[src/hw/rtl/fed_pkg.sv]
`timescale 1ns / 1ps
// ----------------------------------------------------------------------------
// fed_pkg
// Shared widths, register map, config type and arithmetic helpers for the
// feedback echo delay core.
// ----------------------------------------------------------------------------
package fed_pkg;

  localparam int unsigned SampleW  = 16;
  localparam int unsigned StoreW   = 24;
  localparam int unsigned PosW     = 16;
  localparam int unsigned LenW     = 17;
  localparam int unsigned AddrW    = 17;
  localparam int unsigned DecayW   = 15;
  localparam int unsigned WetW     = 16;
  localparam int unsigned PaddrW   = 5;
  localparam int unsigned PdataW   = 32;
  localparam int unsigned FbProdW  = StoreW + DecayW + 1;
  localparam int unsigned WetProdW = StoreW + WetW + 1;

  localparam logic [LenW-1:0]   MaxDelay  = 17'd65536;
  localparam logic [DecayW-1:0] DecayMax  = 15'd32735;
  localparam logic [WetW-1:0]   WetMax    = 16'd32768;

  localparam logic [LenW-1:0]   DelayRst  = 17'd0;
  localparam logic [1:0]        ChanRst   = 2'd1;
  localparam logic [DecayW-1:0] DecayRst  = 15'd22938;
  localparam logic [WetW-1:0]   WetRst    = 16'd32768;

  localparam logic [2:0] RegDelay = 3'd0;
  localparam logic [2:0] RegChan  = 3'd1;
  localparam logic [2:0] RegDecay = 3'd2;
  localparam logic [2:0] RegWet   = 3'd3;
  localparam logic [2:0] RegRbw   = 3'd4;

  typedef struct packed {
    logic [LenW-1:0]   len;
    logic              two_chan;
    logic [DecayW-1:0] decay;
    logic [WetW-1:0]   wet;
    logic              rbw;
  } cfg_t;

  typedef struct packed {
    logic ld_prod;
    logic ld_new;
  } arith_ctl_t;

  function automatic logic signed [StoreW-1:0] sat_store(
      input logic signed [StoreW+1:0] v);
    logic signed [StoreW+1:0] hi;
    logic signed [StoreW+1:0] lo;
    hi = (StoreW+2)'(8388607);
    lo = -(StoreW+2)'(8388608);
    if (v > hi) begin
      sat_store = StoreW'(hi);
    end else if (v < lo) begin
      sat_store = StoreW'(lo);
    end else begin
      sat_store = v[StoreW-1:0];
    end
  endfunction

  function automatic logic signed [SampleW-1:0] scale_wet(
      input logic signed [WetProdW-1:0] p);
    logic signed [WetProdW-1:0] biased;
    logic signed [WetProdW-1:0] q;
    logic signed [WetProdW-1:0] hi;
    logic signed [WetProdW-1:0] lo;
    biased = p[WetProdW-1] ? (p + WetProdW'(32767)) : p;
    q = biased >>> 15;
    hi = WetProdW'(32767);
    lo = -WetProdW'(32768);
    if (q > hi) begin
      scale_wet = SampleW'(hi);
    end else if (q < lo) begin
      scale_wet = SampleW'(lo);
    end else begin
      scale_wet = q[SampleW-1:0];
    end
  endfunction

endpackage

[src/hw/rtl/fed_arith.sv]
`timescale 1ns / 1ps
// ----------------------------------------------------------------------------
// fed_arith
// Feedback and wet-gain arithmetic: registered feedback and old-entry wet products,
// rounded feedback sum with 24-bit saturation, and 16-bit output scaling.
// ----------------------------------------------------------------------------
module fed_arith (
  input  logic                               clk_i,
  input  fed_pkg::arith_ctl_t                ctl_i,
  input  fed_pkg::cfg_t                      cfg_i,
  input  logic signed [fed_pkg::StoreW-1:0]  entry_i,
  input  logic signed [fed_pkg::SampleW-1:0] sample_i,
  output logic signed [fed_pkg::StoreW-1:0]  new_entry_o,
  output logic signed [fed_pkg::SampleW-1:0] y_old_o,
  output logic signed [fed_pkg::SampleW-1:0] y_new_o
);
  import fed_pkg::*;

  logic signed [FbProdW-1:0]  fb_prod_q;
  logic signed [WetProdW-1:0] wo_prod_q;
  logic signed [StoreW-1:0]   new_q;
  logic signed [FbProdW-1:0]  fb_round;
  logic signed [StoreW+1:0]   fb_sum;
  logic signed [WetProdW-1:0] wn_prod;

  always_ff @(posedge clk_i) begin
    if (ctl_i.ld_prod) begin
      fb_prod_q <= entry_i * $signed({1'b0, cfg_i.decay});
      wo_prod_q <= entry_i * $signed({1'b0, cfg_i.wet});
    end
  end

  assign fb_round    = (fb_prod_q + FbProdW'(16384)) >>> 15;
  assign fb_sum      = fb_round[StoreW+1:0] + (StoreW+2)'(sample_i);
  assign new_entry_o = sat_store(fb_sum);
  assign y_old_o     = scale_wet(wo_prod_q);

  always_ff @(posedge clk_i) begin
    if (ctl_i.ld_new) begin
      new_q <= new_entry_o;
    end
  end

  assign wn_prod = new_q * $signed({1'b0, cfg_i.wet});
  assign y_new_o = scale_wet(wn_prod);

endmodule

[config.mk]
export PLATFORM = sky130hd
export DESIGN_NAME = fed_arith
export DESIGN_NICKNAME = d
export VERILOG_FILES = /design/src/hw/rtl/fed_pkg.sv /design/src/hw/rtl/fed_arith.sv
export SDC_FILE = /design/constraint.sdc
export NUM_CORES = 2
export LEC_CHECK = 0
export BUFFER_PORTS_ARGS = -buffer_cell sky130_fd_sc_hd__buf_2
export CORE_MARGIN = 1
export CORE_UTILIZATION = 50
export CTS_CLUSTER_DIAMETER = 200
export DETAILED_ROUTE_END_ITERATION = 8
export PLACE_DENSITY = 0.69
export SYNTH_ARGS = -nofsm -noshare
export SYNTH_HDL_FRONTEND = slang
export SYNTH_SLANG_ARGS = --single-unit
export TNS_END_PERCENT = 5
[constraint.sdc]
create_clock -name clk_i -period 8.4 [get_ports clk_i]
set_input_delay 0.42 -clock clk_i [delete_from_list [all_inputs] [get_ports clk_i]]
set_output_delay 0.42 -clock clk_i [all_outputs]
set_load 0.005 [all_outputs]
==> metrics.txt <==
H-Tree Level Count 3; Max Cap Viol 0; Slew Limit Fails 0; Layout area overhead 7.34%; Remaining Overflow, GRT 0; R2R setup slack about 2900 ps; r2r endpoint new_q[15]$_DFFE_PP_; overall routing resource usage 24.7%; RSZ-0062 raised after global routing yes; type of the worst min-delay path in -> reg; Critical Path RT 7980 ps; Tightest Pin Transition around 1200 ps; Row Count roughly 110; Main synth FF type edfxtp_1; starting density of the core 50.4%; Avg Inst Size Synth 9.07 µm²; Yosys cell types between 80 and 90; total wire length 110000 µm; Slowest cell on crit path fa_2; via count 33417; root buf cell clkbuf_16; crit end category output pin; CP Class reg -> out; Clock Skew 9.06 ps; dpl hpwl 92400 µm; clk slew on worst S/H paths 80 ps; end of the critical path y_new_o[12]; Final Instance Count excl. Fillers approximately 6400; first-pass GRT wire length ~180000 µm; Tcrit/Tclk final 98.3%; Top-Level Pins roughly 150; DP Cell Count between 6000 and 7000; worst endpoint data arrival time 7840 ps; clock buffer count from CTS 9; Die ar. 0.0935 mm²; YS warnings 0; Worst Path Max Fanout 7; clock buffer depth 2; fin crit period 8260 ps; area leader, netlist fa_1; die extent in y a little over 300 µm; main area contributors after synthesis fa_1 (48%), inv_1 (10%), ha_1 (8.8%); DRT Pass-1 Iters 5; Core Area 0.0915 mm²; r2r startpoint fb_prod_q[15]$_DFFE_PP_; cell area after synthesis 0.0461 mm²; sequential area share after synthesis 5.92%; Post-synth EDFFs 91; async set-reset flop share out of synthesis 0%; number of remaining DRC errors 0; CP max stage delay 590 ps; Final setup viols 0; Worst Setup SP new_q[7]$_DFFE_PP_; pin count of the biggest net entering global routing 68; syn nets 6606; number of global-route vias before repair between 30000 and 40000; clk sinks 91; critical path launch point type flop; CTS tree built; drt wl/cell 17.4 µm; worst relative slew slack 17.2%; Iter 0 DRT Violations roughly 1700; Hold Violations, Final 0; final-stage net count ~6700; number of vias per cell 5.26; FF+latch count, synth 91; global placement routability congestion about 0.89; IO Port Bufs roughly 130; Max Freq 0.121 GHz; Die X just over 300 µm; Hold-fix buffers, CTS 0; clk_lat worst skew roughly 370 ps; ratio of cells with drive above 1 in the final layout 8.18%; path depth of the worst reg2reg path 18; number of nets still failing antenna checks after routing 0; Cells after Synth 5086; status completed; initial antenna violation count 10; post-synth top area share 47.9%; Min Hold Slack 549 ps
## logic make-up after synthesis
logic type | Yosys count | synth area share [%]
compound gates | 415 | 5.94
mux | 5 | 0.119
buf+inv | 1468 | 12.1
fa+ha+maj | 1427 | 56.7
simple gates | 1504 | 15.9
flops | 91 | 5.92
xor+xnor | 176 | 3.37
## area by class of cell
type | count | area, µm²
fill | 8252 | 42000
multi-input combinational | 3527 | 38300
inverter | 1236 | 4640
sequential | 91 | 2730
timing repair buffer | 299 | 2090
tap | 1186 | 1480
clock buffer | 9 | 225
clock inverter | 7 | 70.1
antenna | 3 | 7.51
## per-stage QoR
step                instance area (µm²)  TNS, ps  setup WS, ps  utilization (%)
floorplan                         46100        0           379                -
global placement                  48300        0          62.2             52.8
detailed placement                48300    -62.3         -30.8             52.8
CTS                               48800        0          6.66             53.3
global route                      49500    -2360          -182             54.1
finish                            49500        0           144             54.1
## cell usage in the layout, fill, tap and decap left out, types with 30 or more instances in the layout
master | synthesis | layout
inv_1 | 1236 | 1233
fa_1 | 1104 | 1094
nand2_1 | 743 | 742
and2_1 | 473 | 468
ha_1 | 323 | 311
buf_4 | 0 | 145
buf_2 | 3 | 127
xnor2_1 | 117 | 115
a21oi_1 | 104 | 97
o21ai_0 | 101 | 96
edfxtp_1 | 91 | 91
nor2_1 | 85 | 84
xor2_1 | 57 | 57
a21o_1 | 49 | 49
nand3_1 | 33 | 33
o21a_1 | 31 | 30
## what timing repair did
item / 4_1_cts / 5_1_grt
gates cloned: 0 / 1
pin swaps: 1 / 52
buffers inserted: 22 / 27
setup endpoints to repair: 15 / 16
resized for setup: 10 / 104
## registers in the layout (all words and copies together) (netlist names)
signal	count
wo_prod_q	41
fb_prod_q	26
new_q	24
## per-layer routing
metal / part of all wire [%] / up-vias / track usage [%]
li1: - / 15171 / -
met1: 41 / 17093 / 32.2
met2: 50 / 946 / 43.0
met3: 6.2 / 191 / 3.49
met4: 2.2 / 16 / 5.84
met5: 0.25 / - / 1.50
## synthesized netlist by cell type (19+ instances only)
cell type,instances
a21o_1,49
a21oi_1,104
and2_1,473
and3_1,30
clkbuf_1,222
edfxtp_1,91
fa_1,1104
ha_1,323
inv_1,1236
nand2_1,743
nand2b_1,20
nand3_1,33
nor2_1,85
nor2b_1,19
nor3_1,32
o21a_1,31
o21ai_0,101
xnor2_1,117
xor2_1,57
## critical path, delay by kind of cell, from the launching register on
kind	cells	cell delay, ps
mux	1	150
xor+xnor	1	210
simple gates	7	1370
flops	1	510
fa+ha+maj	7	3210
compound gates	4	870
buf+inv	9	1130
## worst min path at each step
stage	startpoint	endpoint	slack [ps]	cells past startpoint
2_1_floorplan	ctl_i[1]	fb_prod_q[14]$_DFFE_PP_	530	0
3_3_place_gp	ctl_i[0]	new_q[6]$_DFFE_PP_	930	1
3_5_place_dp	ctl_i[0]	new_q[5]$_DFFE_PP_	940	1
4_1_cts	ctl_i[0]	new_q[5]$_DFFE_PP_	550	1
5_1_grt	ctl_i[0]	new_q[4]$_DFFE_PP_	560	1
6_report	ctl_i[0]	new_q[10]$_DFFE_PP_	550	1
Power is not shown: default switching activity piles up to over one toggle a cycle in this logic, so the estimate is an artifact.
