**config.mk**
```make
export PLATFORM = sky130hd
export DESIGN_NAME = fed_regs
export DESIGN_NICKNAME = d
export VERILOG_FILES = /design/src/hw/rtl/fed_pkg.sv /design/src/hw/rtl/fed_regs.sv
export SDC_FILE = /design/constraint.sdc
export NUM_CORES = 1
export LEC_CHECK = 0
export ABC_AREA = 1
export BUFFER_PORTS_ARGS = -buffer_cell sky130_fd_sc_hd__buf_2
export CAP_MARGIN = 15
export CORE_MARGIN = 2
export CORE_UTILIZATION = 45
export DETAILED_ROUTE_END_ITERATION = 7
export PLACE_DENSITY = 0.79
export SETUP_SLACK_MARGIN = 0.15
export SYNTH_ARGS = -nofsm -noshare
export SYNTH_HDL_FRONTEND = slang
export SYNTH_SLANG_ARGS = --single-unit
```
**constraint.sdc**
```tcl
create_clock -name clk_i -period 2.4 [get_ports clk_i]
set_clock_uncertainty 0.15 [all_clocks]
set_input_delay 0.48 -clock clk_i [delete_from_list [all_inputs] [get_ports clk_i]]
set_output_delay 0.48 -clock clk_i [all_outputs]
set_load 0.01 [all_outputs]
```
**src/hw/rtl/fed_pkg.sv**
```systemverilog
`timescale 1ns / 1ps
// ----------------------------------------------------------------------------
// fed_pkg
// Shared widths, register map, config type and arithmetic helpers for the
// feedback echo delay core.
// ----------------------------------------------------------------------------
package fed_pkg;

  localparam int unsigned SampleW  = 16;
  localparam int unsigned StoreW   = 24;
  localparam int unsigned PosW     = 16;
  localparam int unsigned LenW     = 17;
  localparam int unsigned AddrW    = 17;
  localparam int unsigned DecayW   = 15;
  localparam int unsigned WetW     = 16;
  localparam int unsigned PaddrW   = 5;
  localparam int unsigned PdataW   = 32;
  localparam int unsigned FbProdW  = StoreW + DecayW + 1;
  localparam int unsigned WetProdW = StoreW + WetW + 1;

  localparam logic [LenW-1:0]   MaxDelay  = 17'd65536;
  localparam logic [DecayW-1:0] DecayMax  = 15'd32735;
  localparam logic [WetW-1:0]   WetMax    = 16'd32768;

  localparam logic [LenW-1:0]   DelayRst  = 17'd0;
  localparam logic [1:0]        ChanRst   = 2'd1;
  localparam logic [DecayW-1:0] DecayRst  = 15'd22938;
  localparam logic [WetW-1:0]   WetRst    = 16'd32768;

  localparam logic [2:0] RegDelay = 3'd0;
  localparam logic [2:0] RegChan  = 3'd1;
  localparam logic [2:0] RegDecay = 3'd2;
  localparam logic [2:0] RegWet   = 3'd3;
  localparam logic [2:0] RegRbw   = 3'd4;

  typedef struct packed {
    logic [LenW-1:0]   len;
    logic              two_chan;
    logic [DecayW-1:0] decay;
    logic [WetW-1:0]   wet;
    logic              rbw;
  } cfg_t;

  typedef struct packed {
    logic ld_prod;
    logic ld_new;
  } arith_ctl_t;

  function automatic logic signed [StoreW-1:0] sat_store(
      input logic signed [StoreW+1:0] v);
    logic signed [StoreW+1:0] hi;
    logic signed [StoreW+1:0] lo;
    hi = (StoreW+2)'(8388607);
    lo = -(StoreW+2)'(8388608);
    if (v > hi) begin
      sat_store = StoreW'(hi);
    end else if (v < lo) begin
      sat_store = StoreW'(lo);
    end else begin
      sat_store = v[StoreW-1:0];
    end
  endfunction

  function automatic logic signed [SampleW-1:0] scale_wet(
      input logic signed [WetProdW-1:0] p);
    logic signed [WetProdW-1:0] biased;
    logic signed [WetProdW-1:0] q;
    logic signed [WetProdW-1:0] hi;
    logic signed [WetProdW-1:0] lo;
    biased = p[WetProdW-1] ? (p + WetProdW'(32767)) : p;
    q = biased >>> 15;
    hi = WetProdW'(32767);
    lo = -WetProdW'(32768);
    if (q > hi) begin
      scale_wet = SampleW'(hi);
    end else if (q < lo) begin
      scale_wet = SampleW'(lo);
    end else begin
      scale_wet = q[SampleW-1:0];
    end
  endfunction

endpackage

```
**src/hw/rtl/fed_regs.sv**
```systemverilog
`timescale 1ns / 1ps
// ----------------------------------------------------------------------------
// fed_regs
// APB register file: holds the raw settings, reads them back and hands the
// clamped values to the datapath.
// ----------------------------------------------------------------------------
module fed_regs (
  input  logic                       clk_i,
  input  logic                       rst_ni,
  input  logic                       psel,
  input  logic                       penable,
  input  logic                       pwrite,
  input  logic [fed_pkg::PaddrW-1:0] paddr,
  input  logic [fed_pkg::PdataW-1:0] pwdata,
  output logic [fed_pkg::PdataW-1:0] prdata,
  output logic                       pready,
  output fed_pkg::cfg_t              cfg_o
);
  import fed_pkg::*;

  logic [LenW-1:0]   delay_q;
  logic [1:0]        chan_q;
  logic [DecayW-1:0] decay_q;
  logic [WetW-1:0]   wet_q;
  logic              rbw_q;
  logic              wr_en;
  logic [2:0]        idx;

  assign pready = 1'b1;
  assign idx    = paddr[4:2];
  assign wr_en  = psel & penable & pwrite & pready;

  always_ff @(posedge clk_i or negedge rst_ni) begin
    if (!rst_ni) begin
      delay_q <= DelayRst;
      chan_q  <= ChanRst;
      decay_q <= DecayRst;
      wet_q   <= WetRst;
      rbw_q   <= 1'b0;
    end else if (wr_en) begin
      case (idx)
        RegDelay: delay_q <= pwdata[LenW-1:0];
        RegChan:  chan_q  <= pwdata[1:0];
        RegDecay: decay_q <= pwdata[DecayW-1:0];
        RegWet:   wet_q   <= pwdata[WetW-1:0];
        RegRbw:   rbw_q   <= pwdata[0];
        default: ;
      endcase
    end
  end

  always_comb begin
    prdata = '0;
    case (idx)
      RegDelay: prdata = PdataW'(delay_q);
      RegChan:  prdata = PdataW'(chan_q);
      RegDecay: prdata = PdataW'(decay_q);
      RegWet:   prdata = PdataW'(wet_q);
      RegRbw:   prdata = PdataW'(rbw_q);
      default:  prdata = '0;
    endcase
  end

  always_comb begin
    cfg_o.len      = (delay_q > MaxDelay) ? MaxDelay : delay_q;
    cfg_o.two_chan = chan_q[1];
    cfg_o.decay    = (decay_q > DecayMax) ? DecayMax : decay_q;
    cfg_o.wet      = (wet_q > WetMax) ? WetMax : wet_q;
    cfg_o.rbw      = rbw_q;
  end

endmodule

```
==> out/qor.csv <==
stage,metric,value,unit
clock_network,tritoncts.num_buffers,5,
logic_synthesis,yosys_most_used_dff,dfrtp_1,
critical_path,worst_r2r_path_depth,2,
pwr,combPwrFrac,33.0,%
timing,worst_hold_slack,0.0228,ns
route,drt_iter0_drc,197,
clock_network,cts.sinks,51,
route,num_vias,2850,
finish,layoutNonFillerInstCount,557,
route,drt.antenna.violating_nets,0,
finish,utilization,57.5,%
worst_hold_path,hold_path.class,in -> async,
timing,final_max_slew_viol_count,0,
critical_path,r2r_setup_slack,1.15,ns
logic_synthesis,mappedNetlistArea,0.00298,sq mm
route,drc,0,
clock_network,clk_transition_reported_paths,0.09,ns
floorplanning,design.die.area,0.00728,sq mm
timing,rsz0062_at_grt,yes,
critical_path,worst_ep_arrival_time,1.65,ns
timing,tightestPinTransition,0.635,ns
route,routed_wl,8.19,mm
finish,area.sequential,0.00129,sq mm
route,detail_route.wl_per_cell,14.7,microns
flow_run,timing.max_cap.violations,0,
timing,hold_fails_final_rpt,0,
clock_network,cts-root-to-sink-buffers,2,
pwr,power_per_cell_area,723,mW/mm^2
critical_path,critPathLaunchType,register,
route,routed_via_density,5.12,
pwr,power.static_leakage,1.95,nW
logic_synthesis,syn_avg_cell_area,7.58,sq um
outcome,status,"complete, no violations",
logic_synthesis,synth_area_leaders,"dfrtp_1 (34%), nand2_1 (14%), dfstp_2 (8.8%)",
clock_network,cts-htree-levels,2,
logic_synthesis,postSynthRegisterBits,51,
logic_synthesis,yosys.area.top_type,dfrtp_1,
pwr,internal_dissipation,1.68,mW
logic_synthesis,netlist_top_cells_count,"nand2_1 (110), inv_1 (45), dfrtp_1 (41)",
global_route,grt_first_pass_wirelength,12.6,mm
global_route,track_usage,22.1,%
global_route,grt.met1_usage,29.0,%
logic_synthesis,share_of_flip_flops_with_an_asynchronous_set_or_reset,100,%
placed_design,detailedPlacementHpwl,5.53,mm
critical_path,reg_to_reg_critical_path_startpoint,delay_q[16],
clock_network,clkLatencyLatePin,0.31,ns
logic_synthesis,ys_seq_area_share,43.3,%
logic_synthesis,yosys.cell_types.count,27,
finish,drive_above_1_share,37.5,%
logic_synthesis,postSynthCellCount,393,
finish,layout-area-overhead-vs-synth,23.4,%
floorplanning,floorplan.initialDensity,46.6,%
clock_network,tritoncts,built,
pwr,power.net_switching,0.972,mW
timing,fraction_of_the_cycle_the_final_worst_path_needs,94.9,%
floorplanning,die-height,85.3,microns
finish,finalNetCount,521,
timing,final.setup.tns,0,ns
floorplanning,io_pins,125,
placed_design,dp_cells,534,
global_route,grt_antenna_before_repair,0,
finish,num_antenna_cells,0,
global_route,grtUsageMet2,37.0,%
logic_synthesis,post-synth-top-area-fraction,34.5,%
floorplanning,fp.dieW,85.3,microns
route,detail_route.first_pass.iterations,4,
clock_network,hold_buffers,0,
global_route,top_usage_layer,met2,
global_route,grt_max_degree,35,
floorplanning,core_area,0.00639,sq mm
critical_path,timing.critical_path.required,1.77,ns
pwr,pwr-share-clk,20.8,%
critical_path,crit_path_max_fanout,6,
critical_path,worst-setup-path-type,reg -> out,
logic_synthesis,yosysWarningCount,0,
timing,final_period_minus_worst_setup_slack,2.28,ns
global_route,grt_util_met3,3.89,%
placed_design,finalWeightedCongestion,0.793,
critical_path,critical_path.reg2reg.endpoint,delay_q[16],
finish,layout.filler_cells,568,
clock_network,cts_root_buffer,clkbuf_8,
logic_synthesis,yosysMostFrequentCell,nand2_1,
timing,clock.fmax,439,MHz
pwr,share_of_total_power_consumed_by_net_switching,36.6,%
placed_design,total_of_buffers_placed_on_input_and_output_ports,91,
global_route,grt_pass1_vias,2576,
finish,multi_input_comb_area,0.00134,sq mm
timing,worst_slew_margin_rel,57.7,%
pwr,worst_ir_drop_vdd,0.000478,V
floorplanning,placementRows,29,
critical_path,end_kind,output port,
global_route,grt_overflow,0,
pwr,seqPwrFrac,46.2,%
timing,finalSetupViolCount,0,
logic_synthesis,synth-edff-count,0,
[per-stage QoR]
step / worst slack (ns) / power [mW] / cell area, sq um
final: 0.123 / 2.66 / 3670
after global routing: 0.0593 / 2.82 / 3670
after CTS: 0.131 / 2.59 / 3550
after detailed placement: 0.253 / 1.98 / 3350
after global placement: 0.239 / 1.96 / 3350
after floorplan: 0.577 / 1.71 / 3030
[layout make-up]
class | instances | area share [%]
multi-input cells | 260 | 36.5
flip-flops and latches | 51 | 35.1
repair buffers | 112 | 17.9
inverters | 49 | 5.07
clock buffers | 7 | 2.62
well taps | 77 | 2.62
clock inverters | 1 | 0.204
[placed cells by master (no fill, tap or decap), drive strengths merged, types with 10 or more instances in the layout]
cell type | synthesis | layout
a21oi | 24 | 24
dfstp | 10 | 10
o21ai | 51 | 51
nand2 | 113 | 113
buf | 32 | 112
inv | 49 | 49
dfrtp | 41 | 41
conb | 2 | 16
nor2 | 29 | 29
o211ai | 13 | 13
[kinds of logic (layout without fill, tap and decap cells)]
logic type             Yosys count  count (layout)  synth area share, %
other                            2              16                0.252
AOI/OAI and AO/OA               97              97                 20.3
buffers and inverters           96             169                 16.3
and+or+nand+nor                147             147                 19.9
DFF                             51              51                 43.3
[worst max path at each step]
| stage | cells after the start | startpoint | endpoint |
|---|---|---|---|
| after floorplan | 4 | wet_q[15] | prdata[15] |
| after global placement | 7 | paddr[3] | prdata[10] |
| after detailed placement | 7 | paddr[4] | prdata[5] |
| after CTS | 3 | delay_q[16] | prdata[16] |
| after global routing | 7 | delay_q[10] | cfg_o[36] |
| final | 7 | delay_q[10] | cfg_o[48] |
[power by group through the flow]
stage,Sequential (mW),Combinational (mW),Clock (mW)
after floorplan,1.16,0.546,0
after global placement,1.23,0.723,0
after detailed placement,1.24,0.742,0
after CTS,1.22,0.811,0.561
after global routing,1.25,0.966,0.597
final,1.23,0.877,0.553
[metal layers]
metal,vias up,part of all wire [%]
li1,1376,-
met1,1320,43
met2,138,47
met3,16,7.9
met4,0,2.5
met5,-,0
[flip-flops by register name, summed over array words and instances, names as in the netlist]
signal,flops
chan_q,2
delay_q,17
decay_q,15
rbw_q,1
wet_q,16
[timing repair]
| item | CTS | global route |
|---|---|---|
| gates cloned | 0 | 1 |
| hold endpoints to repair | 0 | 0 |
| setup endpoints to repair | 19 | 38 |
| setup buffers | 8 | 6 |
| pin swaps | 0 | 4 |
| gates resized for setup | 10 | 22 |
[worst max-delay path, cell delays in order, from the launching register on]
cell and delay [ns]:
dfrtp_1 0.43, nor2_1 0.11, nand2_1 0.09, nor2_2 0.15, nand2_2 0.11, buf_6 0.16, a21oi_2 0.14, buf_2 0.15
Power figures use the tool's default switching activity.
